### src/design/fdf_pkg.sv
package fdf_pkg;

  localparam logic [15:0] CRC_INIT = 16'hFFFF;
  localparam logic [15:0] CRC_POLY = 16'h1021;

  localparam int CFG_ADDR_W = 5;
  localparam int REG_IDX_W  = 3;

  // register indexes (byte address = 4 * index)
  localparam logic [REG_IDX_W-1:0] REG_FIRST_HDR   = 3'd0;
  localparam logic [REG_IDX_W-1:0] REG_REQUEST_HDR = 3'd1;
  localparam logic [REG_IDX_W-1:0] REG_RESPONSE_HDR = 3'd2;
  localparam logic [REG_IDX_W-1:0] REG_EVENT_HDR   = 3'd3;
  localparam logic [REG_IDX_W-1:0] REG_TIMEOUT     = 3'd4;

  localparam logic [31:0] TIMEOUT_RESET = 32'd100;

  localparam logic OP_BYTE = 1'b0;
  localparam logic OP_TICK = 1'b1;

  localparam logic KIND_PAYLOAD = 1'b0;
  localparam logic KIND_STATUS  = 1'b1;

  localparam logic [1:0] FRAME_REQUEST  = 2'd0;
  localparam logic [1:0] FRAME_RESPONSE = 2'd1;
  localparam logic [1:0] FRAME_EVENT    = 2'd2;

  localparam logic [1:0] ST_OK        = 2'd0;
  localparam logic [1:0] ST_CRC_ERROR = 2'd1;
  localparam logic [1:0] ST_TIMEOUT   = 2'd2;
  localparam logic [1:0] ST_NOTHING   = 2'd3;

  typedef struct packed {
    logic [7:0]  first_hdr;
    logic [7:0]  request_hdr;
    logic [7:0]  response_hdr;
    logic [7:0]  event_hdr;
    logic [31:0] timeout_ticks;
  } cfg_t;

  typedef struct packed {
    logic        result_kind;
    logic [7:0]  payload_byte;
    logic [31:0] payload_index;
    logic        payload_last;
    logic [1:0]  frame_kind;
    logic [31:0] frame_length;
    logic [1:0]  status;
    logic [15:0] received_crc;
  } res_t;

  // CRC-16/CCITT-FALSE, one byte, MSB first
  function automatic logic [15:0] crc16_byte(input logic [15:0] crc, input logic [7:0] b);
    logic [15:0] c;
    c = crc ^ {b, 8'h00};
    for (int i = 0; i < 8; i++) begin
      if (c[15]) begin
        c = {c[14:0], 1'b0} ^ CRC_POLY;
      end else begin
        c = {c[14:0], 1'b0};
      end
    end
    return c;
  endfunction

endpackage

### src/design/fdf_cfg_regs.sv
module fdf_cfg_regs
  import fdf_pkg::*;
(
  input  logic                  clk,
  input  logic                  rst_n,
  input  logic                  psel,
  input  logic                  penable,
  input  logic                  pwrite,
  input  logic [CFG_ADDR_W-1:0] paddr,
  input  logic [31:0]           pwdata,
  output logic [31:0]           prdata,
  output cfg_t                  cfg
);

  cfg_t                 cfg_r;
  logic                 wr_en;
  logic [REG_IDX_W-1:0] idx;

  assign idx   = paddr[CFG_ADDR_W-1:2];
  assign wr_en = psel && penable && pwrite;
  assign cfg   = cfg_r;

  always_ff @(posedge clk) begin
    if (!rst_n) begin
      cfg_r.first_hdr     <= 8'h00;
      cfg_r.request_hdr   <= 8'h00;
      cfg_r.response_hdr  <= 8'h00;
      cfg_r.event_hdr     <= 8'h00;
      cfg_r.timeout_ticks <= TIMEOUT_RESET;
    end else if (wr_en) begin
      unique case (idx)
        REG_FIRST_HDR:    cfg_r.first_hdr     <= pwdata[7:0];
        REG_REQUEST_HDR:  cfg_r.request_hdr   <= pwdata[7:0];
        REG_RESPONSE_HDR: cfg_r.response_hdr  <= pwdata[7:0];
        REG_EVENT_HDR:    cfg_r.event_hdr     <= pwdata[7:0];
        REG_TIMEOUT:      cfg_r.timeout_ticks <= pwdata;
        default: ;
      endcase
    end
  end

  always_comb begin
    unique case (idx)
      REG_FIRST_HDR:    prdata = {24'h0, cfg_r.first_hdr};
      REG_REQUEST_HDR:  prdata = {24'h0, cfg_r.request_hdr};
      REG_RESPONSE_HDR: prdata = {24'h0, cfg_r.response_hdr};
      REG_EVENT_HDR:    prdata = {24'h0, cfg_r.event_hdr};
      REG_TIMEOUT:      prdata = cfg_r.timeout_ticks;
      default:          prdata = 32'h0;
    endcase
  end

endmodule

### src/design/fdf_parser.sv
module fdf_parser
  import fdf_pkg::*;
(
  input  logic       clk,
  input  logic       rst_n,
  input  cfg_t       cfg,
  input  logic       item_acc,
  input  logic       opcode,
  input  logic [7:0] rx_byte,
  output logic       res_valid,
  output res_t       res
);

  localparam logic [2:0] PH_HUNT1   = 3'd0;
  localparam logic [2:0] PH_HUNT2   = 3'd1;
  localparam logic [2:0] PH_LEN     = 3'd2;
  localparam logic [2:0] PH_PAYLOAD = 3'd3;
  localparam logic [2:0] PH_CRC     = 3'd4;

  logic [2:0]  phase_r,    phase_nxt;
  logic [1:0]  kind_r,     kind_nxt;
  logic [31:0] len_r,      len_nxt;
  logic [1:0]  len_cnt_r,  len_cnt_nxt;
  logic [31:0] pay_cnt_r,  pay_cnt_nxt;
  logic        crc_cnt_r,  crc_cnt_nxt;
  logic [15:0] crc_rx_r,   crc_rx_nxt;
  logic [15:0] crc_r,      crc_nxt;
  logic [31:0] idle_r,     idle_nxt;
  logic        seen_r,     seen_nxt;

  logic [15:0] crc_upd;
  logic [31:0] idle_inc;
  logic [31:0] len_shift;
  logic [15:0] crc_rx_shift;
  logic        pay_last;

  assign crc_upd      = crc16_byte((phase_r == PH_HUNT1) ? CRC_INIT : crc_r, rx_byte);
  assign idle_inc     = (idle_r == 32'hFFFF_FFFF) ? idle_r : idle_r + 32'd1;
  assign len_shift    = {len_r[23:0], rx_byte};
  assign crc_rx_shift = {crc_rx_r[7:0], rx_byte};
  assign pay_last     = (pay_cnt_r == len_r - 32'd1);

  always_comb begin
    phase_nxt   = phase_r;
    kind_nxt    = kind_r;
    len_nxt     = len_r;
    len_cnt_nxt = len_cnt_r;
    pay_cnt_nxt = pay_cnt_r;
    crc_cnt_nxt = crc_cnt_r;
    crc_rx_nxt  = crc_rx_r;
    crc_nxt     = crc_r;
    idle_nxt    = idle_r;
    seen_nxt    = seen_r;
    res_valid   = 1'b0;
    res         = '0;

    if (item_acc) begin
      if (opcode == OP_TICK) begin
        idle_nxt = idle_inc;
        if (idle_inc >= cfg.timeout_ticks) begin
          res_valid       = 1'b1;
          res.result_kind = KIND_STATUS;
          res.status      = seen_r ? ST_TIMEOUT : ST_NOTHING;
          phase_nxt       = PH_HUNT1;
          len_cnt_nxt     = 2'd0;
          pay_cnt_nxt     = 32'd0;
          crc_cnt_nxt     = 1'b0;
          seen_nxt        = 1'b0;
          idle_nxt        = 32'd0;
        end
      end else begin
        idle_nxt = 32'd0;
        seen_nxt = 1'b1;
        unique case (phase_r)
          PH_HUNT1: begin
            if (rx_byte == cfg.first_hdr) begin
              crc_nxt   = crc_upd;
              phase_nxt = PH_HUNT2;
            end
          end
          PH_HUNT2: begin
            // request wins over response over event on equal registers
            if (rx_byte == cfg.request_hdr || rx_byte == cfg.response_hdr ||
                rx_byte == cfg.event_hdr) begin
              if (rx_byte == cfg.request_hdr) begin
                kind_nxt = FRAME_REQUEST;
              end else if (rx_byte == cfg.response_hdr) begin
                kind_nxt = FRAME_RESPONSE;
              end else begin
                kind_nxt = FRAME_EVENT;
              end
              crc_nxt     = crc_upd;
              len_nxt     = 32'd0;
              len_cnt_nxt = 2'd0;
              phase_nxt   = PH_LEN;
            end else begin
              phase_nxt   = PH_HUNT1;
              len_cnt_nxt = 2'd0;
              pay_cnt_nxt = 32'd0;
              crc_cnt_nxt = 1'b0;
            end
          end
          PH_LEN: begin
            len_nxt     = len_shift;
            crc_nxt     = crc_upd;
            len_cnt_nxt = len_cnt_r + 2'd1;
            if (len_cnt_r == 2'd3) begin
              pay_cnt_nxt = 32'd0;
              crc_cnt_nxt = 1'b0;
              crc_rx_nxt  = 16'h0;
              // empty payload: go straight to the CRC bytes
              phase_nxt   = (len_shift == 32'd0) ? PH_CRC : PH_PAYLOAD;
            end
          end
          PH_PAYLOAD: begin
            crc_nxt           = crc_upd;
            res_valid         = 1'b1;
            res.result_kind   = KIND_PAYLOAD;
            res.payload_byte  = rx_byte;
            res.payload_index = pay_cnt_r;
            res.payload_last  = pay_last;
            res.frame_kind    = kind_r;
            res.frame_length  = len_r;
            pay_cnt_nxt       = pay_cnt_r + 32'd1;
            if (pay_last) begin
              phase_nxt = PH_CRC;
            end
          end
          PH_CRC: begin
            crc_rx_nxt = crc_rx_shift;
            if (!crc_cnt_r) begin
              crc_cnt_nxt = 1'b1;
            end else begin
              res_valid        = 1'b1;
              res.result_kind  = KIND_STATUS;
              res.frame_kind   = kind_r;
              res.frame_length = len_r;
              res.status       = (crc_rx_shift == crc_r) ? ST_OK : ST_CRC_ERROR;
              res.received_crc = crc_rx_shift;
              phase_nxt        = PH_HUNT1;
              len_cnt_nxt      = 2'd0;
              pay_cnt_nxt      = 32'd0;
              crc_cnt_nxt      = 1'b0;
              seen_nxt         = 1'b0;
            end
          end
          default: begin
            phase_nxt   = PH_HUNT1;
            len_cnt_nxt = 2'd0;
            pay_cnt_nxt = 32'd0;
            crc_cnt_nxt = 1'b0;
          end
        endcase
      end
    end
  end

  always_ff @(posedge clk) begin
    if (!rst_n) begin
      phase_r   <= PH_HUNT1;
      kind_r    <= 2'd0;
      len_r     <= 32'd0;
      len_cnt_r <= 2'd0;
      pay_cnt_r <= 32'd0;
      crc_cnt_r <= 1'b0;
      crc_rx_r  <= 16'h0;
      crc_r     <= CRC_INIT;
      idle_r    <= 32'd0;
      seen_r    <= 1'b0;
    end else begin
      phase_r   <= phase_nxt;
      kind_r    <= kind_nxt;
      len_r     <= len_nxt;
      len_cnt_r <= len_cnt_nxt;
      pay_cnt_r <= pay_cnt_nxt;
      crc_cnt_r <= crc_cnt_nxt;
      crc_rx_r  <= crc_rx_nxt;
      crc_r     <= crc_nxt;
      idle_r    <= idle_nxt;
      seen_r    <= seen_nxt;
    end
  end

endmodule

### src/design/fdf_out_buf.sv
module fdf_out_buf
  import fdf_pkg::*;
(
  input  logic clk,
  input  logic rst_n,
  input  logic push,
  input  res_t push_data,
  output logic push_ready,
  output logic out_valid,
  input  logic out_ready,
  output res_t out_data
);

  logic out_valid_r,  out_valid_nxt;
  logic skid_valid_r, skid_valid_nxt;
  res_t out_data_r,   out_data_nxt;
  res_t skid_data_r,  skid_data_nxt;

  assign push_ready = !skid_valid_r;
  assign out_valid  = out_valid_r;
  assign out_data   = out_data_r;

  always_comb begin
    out_valid_nxt  = out_valid_r;
    skid_valid_nxt = skid_valid_r;
    out_data_nxt   = out_data_r;
    skid_data_nxt  = skid_data_r;
    if (!out_valid_r || out_ready) begin
      if (skid_valid_r) begin
        out_valid_nxt  = 1'b1;
        out_data_nxt   = skid_data_r;
        skid_valid_nxt = 1'b0;
      end else begin
        out_valid_nxt = push;
        out_data_nxt  = push_data;
      end
    end else if (push) begin
      // output stalled: park the new result
      skid_valid_nxt = 1'b1;
      skid_data_nxt  = push_data;
    end
  end

  always_ff @(posedge clk) begin
    if (!rst_n) begin
      out_valid_r  <= 1'b0;
      skid_valid_r <= 1'b0;
    end else begin
      out_valid_r  <= out_valid_nxt;
      skid_valid_r <= skid_valid_nxt;
    end
  end

  always_ff @(posedge clk) begin
    out_data_r  <= out_data_nxt;
    skid_data_r <= skid_data_nxt;
  end

endmodule

### src/design/frame_deframer_crc16_core.sv
// Length-prefixed frame parser with CRC-16/CCITT-FALSE. Each input transfer
// carries a received byte (tuser 0) or one timer tick (tuser 1). The parser
// hunts for the first header byte, takes the frame kind from the second,
// reads a 4-byte big-endian length, the payload and a 2-byte big-endian CRC.
// Every payload byte comes out as one result transfer with its index; the
// frame ends with a status transfer (ok or crc error). Enough idle ticks end
// the session with a timeout or nothing-received status. Throughput is one
// input transfer per clock: the byte-wide CRC update and parse step complete
// in the cycle of acceptance, and results go through an output register
// backed by a one-entry skid stage, so in_tready drops only when both hold a
// result.
module frame_deframer_crc16_core
  import fdf_pkg::*;
(
  input  logic                  clk,
  input  logic                  rst_n,
  input  logic                  in_tvalid,
  output logic                  in_tready,
  input  logic [7:0]            in_tdata,   // rx_byte
  input  logic                  in_tuser,   // opcode
  output logic                  out_tvalid,
  input  logic                  out_tready,
  // payload_byte, payload_index, frame_kind, frame_length, status,
  // received_crc, 4 zero bits
  output logic [95:0]           out_tdata,
  output logic                  out_tuser,  // result_kind
  output logic                  out_tlast,  // payload_last
  input  logic                  cfg_psel,
  input  logic                  cfg_penable,
  input  logic                  cfg_pwrite,
  input  logic [CFG_ADDR_W-1:0] cfg_paddr,
  input  logic [31:0]           cfg_pwdata,
  output logic [31:0]           cfg_prdata,
  output logic                  cfg_pready
);

  cfg_t cfg;
  logic item_acc;
  logic res_valid;
  res_t res;
  res_t out_res;

  assign cfg_pready = 1'b1;
  assign item_acc   = in_tvalid && in_tready;

  fdf_cfg_regs u_cfg_regs (
    .clk     (clk),
    .rst_n   (rst_n),
    .psel    (cfg_psel),
    .penable (cfg_penable),
    .pwrite  (cfg_pwrite),
    .paddr   (cfg_paddr),
    .pwdata  (cfg_pwdata),
    .prdata  (cfg_prdata),
    .cfg     (cfg)
  );

  fdf_parser u_parser (
    .clk       (clk),
    .rst_n     (rst_n),
    .cfg       (cfg),
    .item_acc  (item_acc),
    .opcode    (in_tuser),
    .rx_byte   (in_tdata),
    .res_valid (res_valid),
    .res       (res)
  );

  fdf_out_buf u_out_buf (
    .clk        (clk),
    .rst_n      (rst_n),
    .push       (res_valid),
    .push_data  (res),
    .push_ready (in_tready),
    .out_valid  (out_tvalid),
    .out_ready  (out_tready),
    .out_data   (out_res)
  );

  assign out_tdata = {4'h0, out_res.received_crc, out_res.status, out_res.frame_length,
                      out_res.frame_kind, out_res.payload_index, out_res.payload_byte};
  assign out_tuser = out_res.result_kind;
  assign out_tlast = out_res.payload_last;

endmodule

### config.mk
export PLATFORM = sky130hd
export DESIGN_NAME = frame_deframer_crc16_core
export DESIGN_NICKNAME = d
export VERILOG_FILES = /design/src/design/fdf_pkg.sv /design/src/design/fdf_cfg_regs.sv /design/src/design/fdf_parser.sv /design/src/design/fdf_out_buf.sv /design/src/design/frame_deframer_crc16_core.sv
export SDC_FILE = /design/constraint.sdc
export NUM_CORES = 1
export LEC_CHECK = 0
export ABC_AREA = 0
export BUFFER_PORTS_ARGS = -buffer_cell sky130_fd_sc_hd__buf_2
export CAP_MARGIN = 15
export CORE_UTILIZATION = 39
export DETAILED_ROUTE_END_ITERATION = 8
export PLACE_DENSITY = 0.54
export REMOVE_ABC_BUFFERS = 1
export SKIP_LAST_GASP = 1
export SYNTH_ARGS = -nofsm -noshare
export SYNTH_HDL_FRONTEND = slang
export SYNTH_SLANG_ARGS = --single-unit
### constraint.sdc
create_clock -name clk -period 12.3 [get_ports clk]
set_input_delay 0.615 -clock clk [delete_from_list [all_inputs] [get_ports clk]]
set_output_delay 0.615 -clock clk [all_outputs]
set_load 0.01 [all_outputs]
Word level (Yosys, flattened, before mapping)

Index checks and enable logic that the tools add are counted.
Widths: inputs -> output; s select.

Output and inout port bits: 133
Bits of input ports: 53
Register bits after elaboration: 383
Logic and storage cells: 178

Magnitude comparators: 1
Bitwise logic cells: 12
Muxes and demuxes: 69
Reduce and logical (&&, ||, !) cells: 32
Eq/ne operators: 27
Add/sub/neg operators: 4

Operators with widths:

| cell                  | count |
|---|---|
| $pmux 32 s5           | 2 |
| $mux 32               | 9 |
| $mux 94               | 2 |
| $mux 13               | 8 |
| $mux 75               | 1 |
| $pmux 34 s2           | 1 |
| $add 32x1->32 const B | 2 |
| $mux 16               | 4 |
| $pmux 32 s2           | 1 |
| $mux 52               | 1 |
| $pmux 16 s3           | 1 |
| $mux 41               | 1 |
| $eq 32x32->1          | 1 |
| $eq 32x32->1 const B  | 1 |
| $eq 8x8->1            | 4 |
| $ge 32x32->1          | 1 |
| $logic_not 32->1      | 1 |
| $sub 32x1->32 const B | 1 |
| $not 3->3             | 8 |
| $mux 3                | 7 |
| $mux 18               | 1 |
| $eq 16x16->1          | 1 |
| $mux 1                | 16 |
| $mux 2                | 8 |
| 28 further kinds      | 62 |

Longest topological paths before layout

Depth after elaboration: 21
Mapped depth: 20
Mapped depth without buffers: 16

Modules after synthesis

Synthesis repeated with hierarchy kept, for this count alone.

Cell total of the unflattened synthesis: 1961
Area, all modules: 19730.2 um^2

Modules (own cells, without submodules):

| module                    | seq. area each (um^2) | cells an instance | area each (um^2) | instances |
|---|---|---|---|---|
| fdf_parser                | 2582.5                | 1333              | 9734.3           | 1 |
| fdf_out_buf               | 5685.5                | 302               | 7024.2           | 1 |
| fdf_cfg_regs              | 1281.2                | 318               | 2920.3           | 1 |
| frame_deframer_crc16_core | 0.0                   | 8                 | 51.3             | 1 |

Worst setup path before layout

OpenSTA, ideal clock, no wires.

Path type: reg-to-reg
From: register u_parser.idle_r[6]
To: register u_out_buf.skid_data_r[0] (netlist bit), enable pin
Library setup time: 0.577 ns
Data required time: 11.723 ns
Cell stages (with the launch flop): 15
Clock period less this slack: 8.261 ns
Slack: 4.039 ns
Data arrival time: 7.684 ns
Buffers on the path: 1
Path through: dfxtp_1 -> and4_1 -> and3_1 -> clkbuf_1 -> and4_1 -> nand3_1 -> or3_1 -> xnor2_1 -> ha_1 -> nand4_1 -> nor2_1 -> nor4b_1 -> a21o_1 -> nand3_1 -> a21oi_1

Longest elaborated chain between the ends: 7
Elaborated cells between the ends (all ways): 8
Those cells by class: 1 x add/sub; 1 x order compare; 1 x eq/ne; 4 x mux; 1 x reduce/logical

Ends and longest elaborated chain:

| element                                       | line              | RTL |
|---|---|---|
| start: declaration                            | fdf_parser.sv:28  | `logic [31:0] idle_r, idle_nxt;` |
| start signal: assignment                      | fdf_parser.sv:179 | `idle_r <= idle_nxt;` |
| $add 32x1->32 or $eq 32x32->1 (tied branches) | fdf_parser.sv:38  | `assign idle_inc = (idle_r == 32'hFFFF_FFFF) ? idle_r : idle_r + 32'd1;` |
| $mux 32 (*)                                   | fdf_parser.sv:38  |  |
| $ge 32x32->1 (*)                              | fdf_parser.sv:60  | `if (idle_inc >= cfg.timeout_ticks) begin` |
| $mux 1 (*)                                    | fdf_parser.sv:60  |  |
| $mux 1 (*)                                    | fdf_parser.sv:58  | `if (opcode == OP_TICK) begin` |
| $mux 1 (*)                                    | fdf_parser.sv:57  | `if (item_acc) begin` |
| $reduce_and 2->1 (no source line) (*)         | -                 |  |
| end signal: assignment                        | fdf_out_buf.sv:56 | `skid_data_r <= skid_data_nxt;` |
| end: declaration                              | fdf_out_buf.sv:17 | `res_t skid_data_r, skid_data_nxt;` |

Mark *: on every way between the ends. The rest lies on a longest branch, timed or not.
A chain may end at the register's enable or synchronous reset.

Worst setup path after layout

From: register u_parser.idle_r[0]
To: register u_out_buf.skid_data_r[68] (netlist bit), enable pin

The elaborated chain is that of the path after synthesis.

==> qor.yml <==
clkLatencyLatePin_ns: 0.57
critPathCaptureType: "flip-flop"
grt_pass1_wl_mm: 79.8
dr.pass1.iters: 5
syn_avg_cell_area_um2: 9.77
worstPathMaxFanout: 61
min_to: "u_cfg_regs.cfg[24]"
first_global_vias: 14400
netlist_area_mm2: 0.0194
drc: 0
numCtsBuffers: 45
worstReg2RegStart: "u_parser.idle_r[0]"
r2r_setup_slack_ns: 6.44
wl_per_cell_um: 18.0
clock_path_buffers: 3
grt_overflow: 0
clkPwrFrac: 0.480
yosysWarnings: 0
switchingPower_w: 0.000609
min-delay-path-class: "in2reg"
power_density_mw_per_mm2: 124
yosysUniqueCellTypes: 76
total_power_w: 0.00277
synth_cells: 1990
tightest_slew_ns: 1.11
tritoncts: "yes"
cts_hold_buf: 0
final_layout_size_suffix_gt1_frac: 0.143
rows: 81
async_flop_share: 0
max-vdd-ir-drop_mv: 0.0982
synthMostInstantiatedCell: "dfxtp_1"
grt_util_met2: 0.333
status: "complete, no violations"
antenna_cells: 0
grt_use_total: 0.199
setup-tns-final_ns: 0
min_from: "cfg_pwdata[24]"
met1_usage: 0.261
internal-power_w: 0.00216
setup_ws_ns: 6.44
synthTopCellsByCount: "dfxtp_1, edfxtp_1, nand2_1"
die_area_mm2: 0.0507
hold_violations: 0
setup_viol_count_final: 0
post-synth-top-area-cell: "edfxtp_1"
die_x_um: 225
holdPathStages: 3
top_usage_layer: "met2"
slew_viol_final: 0
start_util: 0.396
cts_sinks: 383
vias: 14900
max_cap_violations: 0
area_growth_pct: 14.7
finalClockSkew_ns: 0.0127
cts-root-buf: "clkbuf_16"
grt_max_degree: 97
seq_power_share: 0.483
combPwrFrac: 0.037
synth_seq_area_share: 0.491
arrival_ns: 6.05
io_buffers: 178
reg2reg_depth: 16
die_height_um: 225
antenna_found_initial: 1
leakagePower_nw: 9.40
p_sw_frac: 0.220
post-route-min-period_ns: 5.86
dp_slack_ns: 6.50
max_clock_freq_mhz: 171
ios: 186
min_period_over_period: 0.477
rsz0062_at_grt: "false"
synth_seq_cells: 383
ant_nets: 0
cp.required_ns: 12.49
post_cts_buffers: 0
finalNetCount: 2183
r2r-end: "u_out_buf.skid_data_r[68]"
core_mm2: 0.0491
synth_area_leaders: "edfxtp_1, dfxtp_1, xnor2_1"
dpl.hpwl_mm: 34.2
path_clk_slew_ns: 0.06
viasPerCell: 5.32
drt_iter0_markers: 944
relSlewSlack: 0.258
ctsResizeCount: 0
routed_wl_mm: 50.4
synth_flop_cell: "dfxtp_1"
grt_use_met3: 0.0288
gp_congestion: 0.846
synth-edff-count: 188
start_kind: "flip-flop"
synth.top_cell.area_share: 0.290
critPathKind: "reg2reg"
cts_max_level: 2
==> critical path: stages, from the launching register on <==
cell	delay (ns)
dfxtp_1	0.38
ha_1	0.28
nand3_1	0.17
nor4_1	0.08
a21oi_1	0.78
nand3_1	0.33
or2_2	0.38
xnor2_1	0.14
ha_1	0.29
o21ai_0	0.07
a21oi_1	0.12
nor2_1	0.07
nor4b_1	0.83
a21o_1	0.22
nand3_1	0.34
a21oi_4	0.27
buf_4	0.65
==> layout make-up <==
cell class / instances / area [um^2]
Timing Repair Buffer: 199 / 1080
Multi-Input combinational cell: 1420 / 9190
Inverter: 45 / 171
Tap cell: 664 / 831
Sequential cell: 383 / 9550
Clock buffer: 60 / 1240
Fill cell: 4799 / 26800
Clock inverter: 23 / 229
==> sequential cells by signal, summed over array words and instances (netlist names) <==
register / count
u_parser.pay_cnt_r: 32
u_out_buf.skid_data_r: 94
u_out_buf.skid_valid_r: 1
u_parser.len_r: 32
u_cfg_regs.cfg: 64
u_parser.crc_cnt_r: 1
u_parser.kind_r: 2
u_out_buf.out_data: 94
u_parser.seen_r: 1
u_parser.crc_r: 16
u_parser.len_cnt_r: 2
u_out_buf.out_valid: 1
u_parser.idle_r: 32
u_parser.phase_r: 3
u_parser.crc_rx_r: 8
==> power by group through the flow <==
stage	Sequential [W]	Clock [W]	Combinational, W
detailed placement	0.00136	0	0.000104
global placement	0.00136	0	0.000102
global route	0.00134	0.00141	0.000113
floorplan	0.00136	0	0.0000531
CTS	0.00134	0.00136	0.000104
finish	0.00134	0.00133	0.000104
==> routing by layer <==
metal	routed length, um	vias up
met5	0	-
met4	1300	0
met3	2010	86
met2	24100	324
met1	23000	7136
li1	-	7307
==> kinds of logic after synthesis <==
kind of cell	after synthesis	synth area share
compound gates	389	0.132
xor+xnor	160	0.0721
fa+ha+maj	36	0.0232
buf+inv	190	0.0399
flops	383	0.491
mux	56	0.0292
other cells	2	0.000386
simple gates	774	0.212
==> worst max path at each step <==
stage / slack, ns / cells past startpoint / to / startpoint
after floorplan: 3.93 / 15 / u_out_buf.skid_data_r[0] / u_parser.idle_r[0]
after global placement: 6.53 / 16 / u_out_buf.skid_data_r[84] / u_parser.idle_r[0]
after detailed placement: 6.50 / 16 / u_out_buf.skid_data_r[84] / u_parser.idle_r[0]
after CTS: 6.47 / 16 / u_out_buf.skid_data_r[68] / u_parser.idle_r[0]
after global routing: 6.04 / 16 / u_out_buf.skid_data_r[49] / u_parser.idle_r[0]
final: 6.44 / 16 / u_out_buf.skid_data_r[68] / u_parser.idle_r[0]
==> through the flow <==
stage / area [um^2] / utilization / std cells / hold slack (ns)
after floorplan: 18800 / - / 1848 / 0.443
after global placement: 20800 / 0.424 / 2708 / 0.454
after detailed placement: 20800 / 0.424 / 2708 / 0.459
after CTS: 22200 / 0.454 / 2791 / 0.262
after global routing: 22300 / 0.454 / 2794 / 0.291
final: 22300 / 0.454 / 2794 / 0.291
==> layout by cell type, fill, tap and decap left out, types with 8 or more instances in the layout <==
| master | instances |
|---|---|
| o21a_1 | 17 |
| clkbuf_16 | 45 |
| or3_1 | 30 |
| buf_2 | 177 |
| xnor2_1 | 117 |
| nand3b_1 | 10 |
| o211ai_1 | 8 |
| clkbuf_1 | 9 |
| nor3_1 | 49 |
| dfxtp_1 | 194 |
| buf_4 | 19 |
| inv_1 | 42 |
| o22ai_1 | 9 |
| clkinv_1 | 9 |
| and3_1 | 102 |
| xor2_1 | 43 |
| a21boi_0 | 40 |
| o21ai_0 | 54 |
| ha_1 | 36 |
| nand4_1 | 44 |
| mux2i_1 | 54 |
| and2_1 | 40 |
| nand2_1 | 162 |
| nand3_1 | 35 |
| edfxtp_1 | 188 |
| nor4_1 | 28 |
| nor2b_1 | 74 |
| nor2_1 | 144 |
| a21oi_1 | 99 |
| a21o_1 | 97 |
| a22oi_1 | 15 |
| and4_1 | 12 |
(Power assumes the default switching activity.)
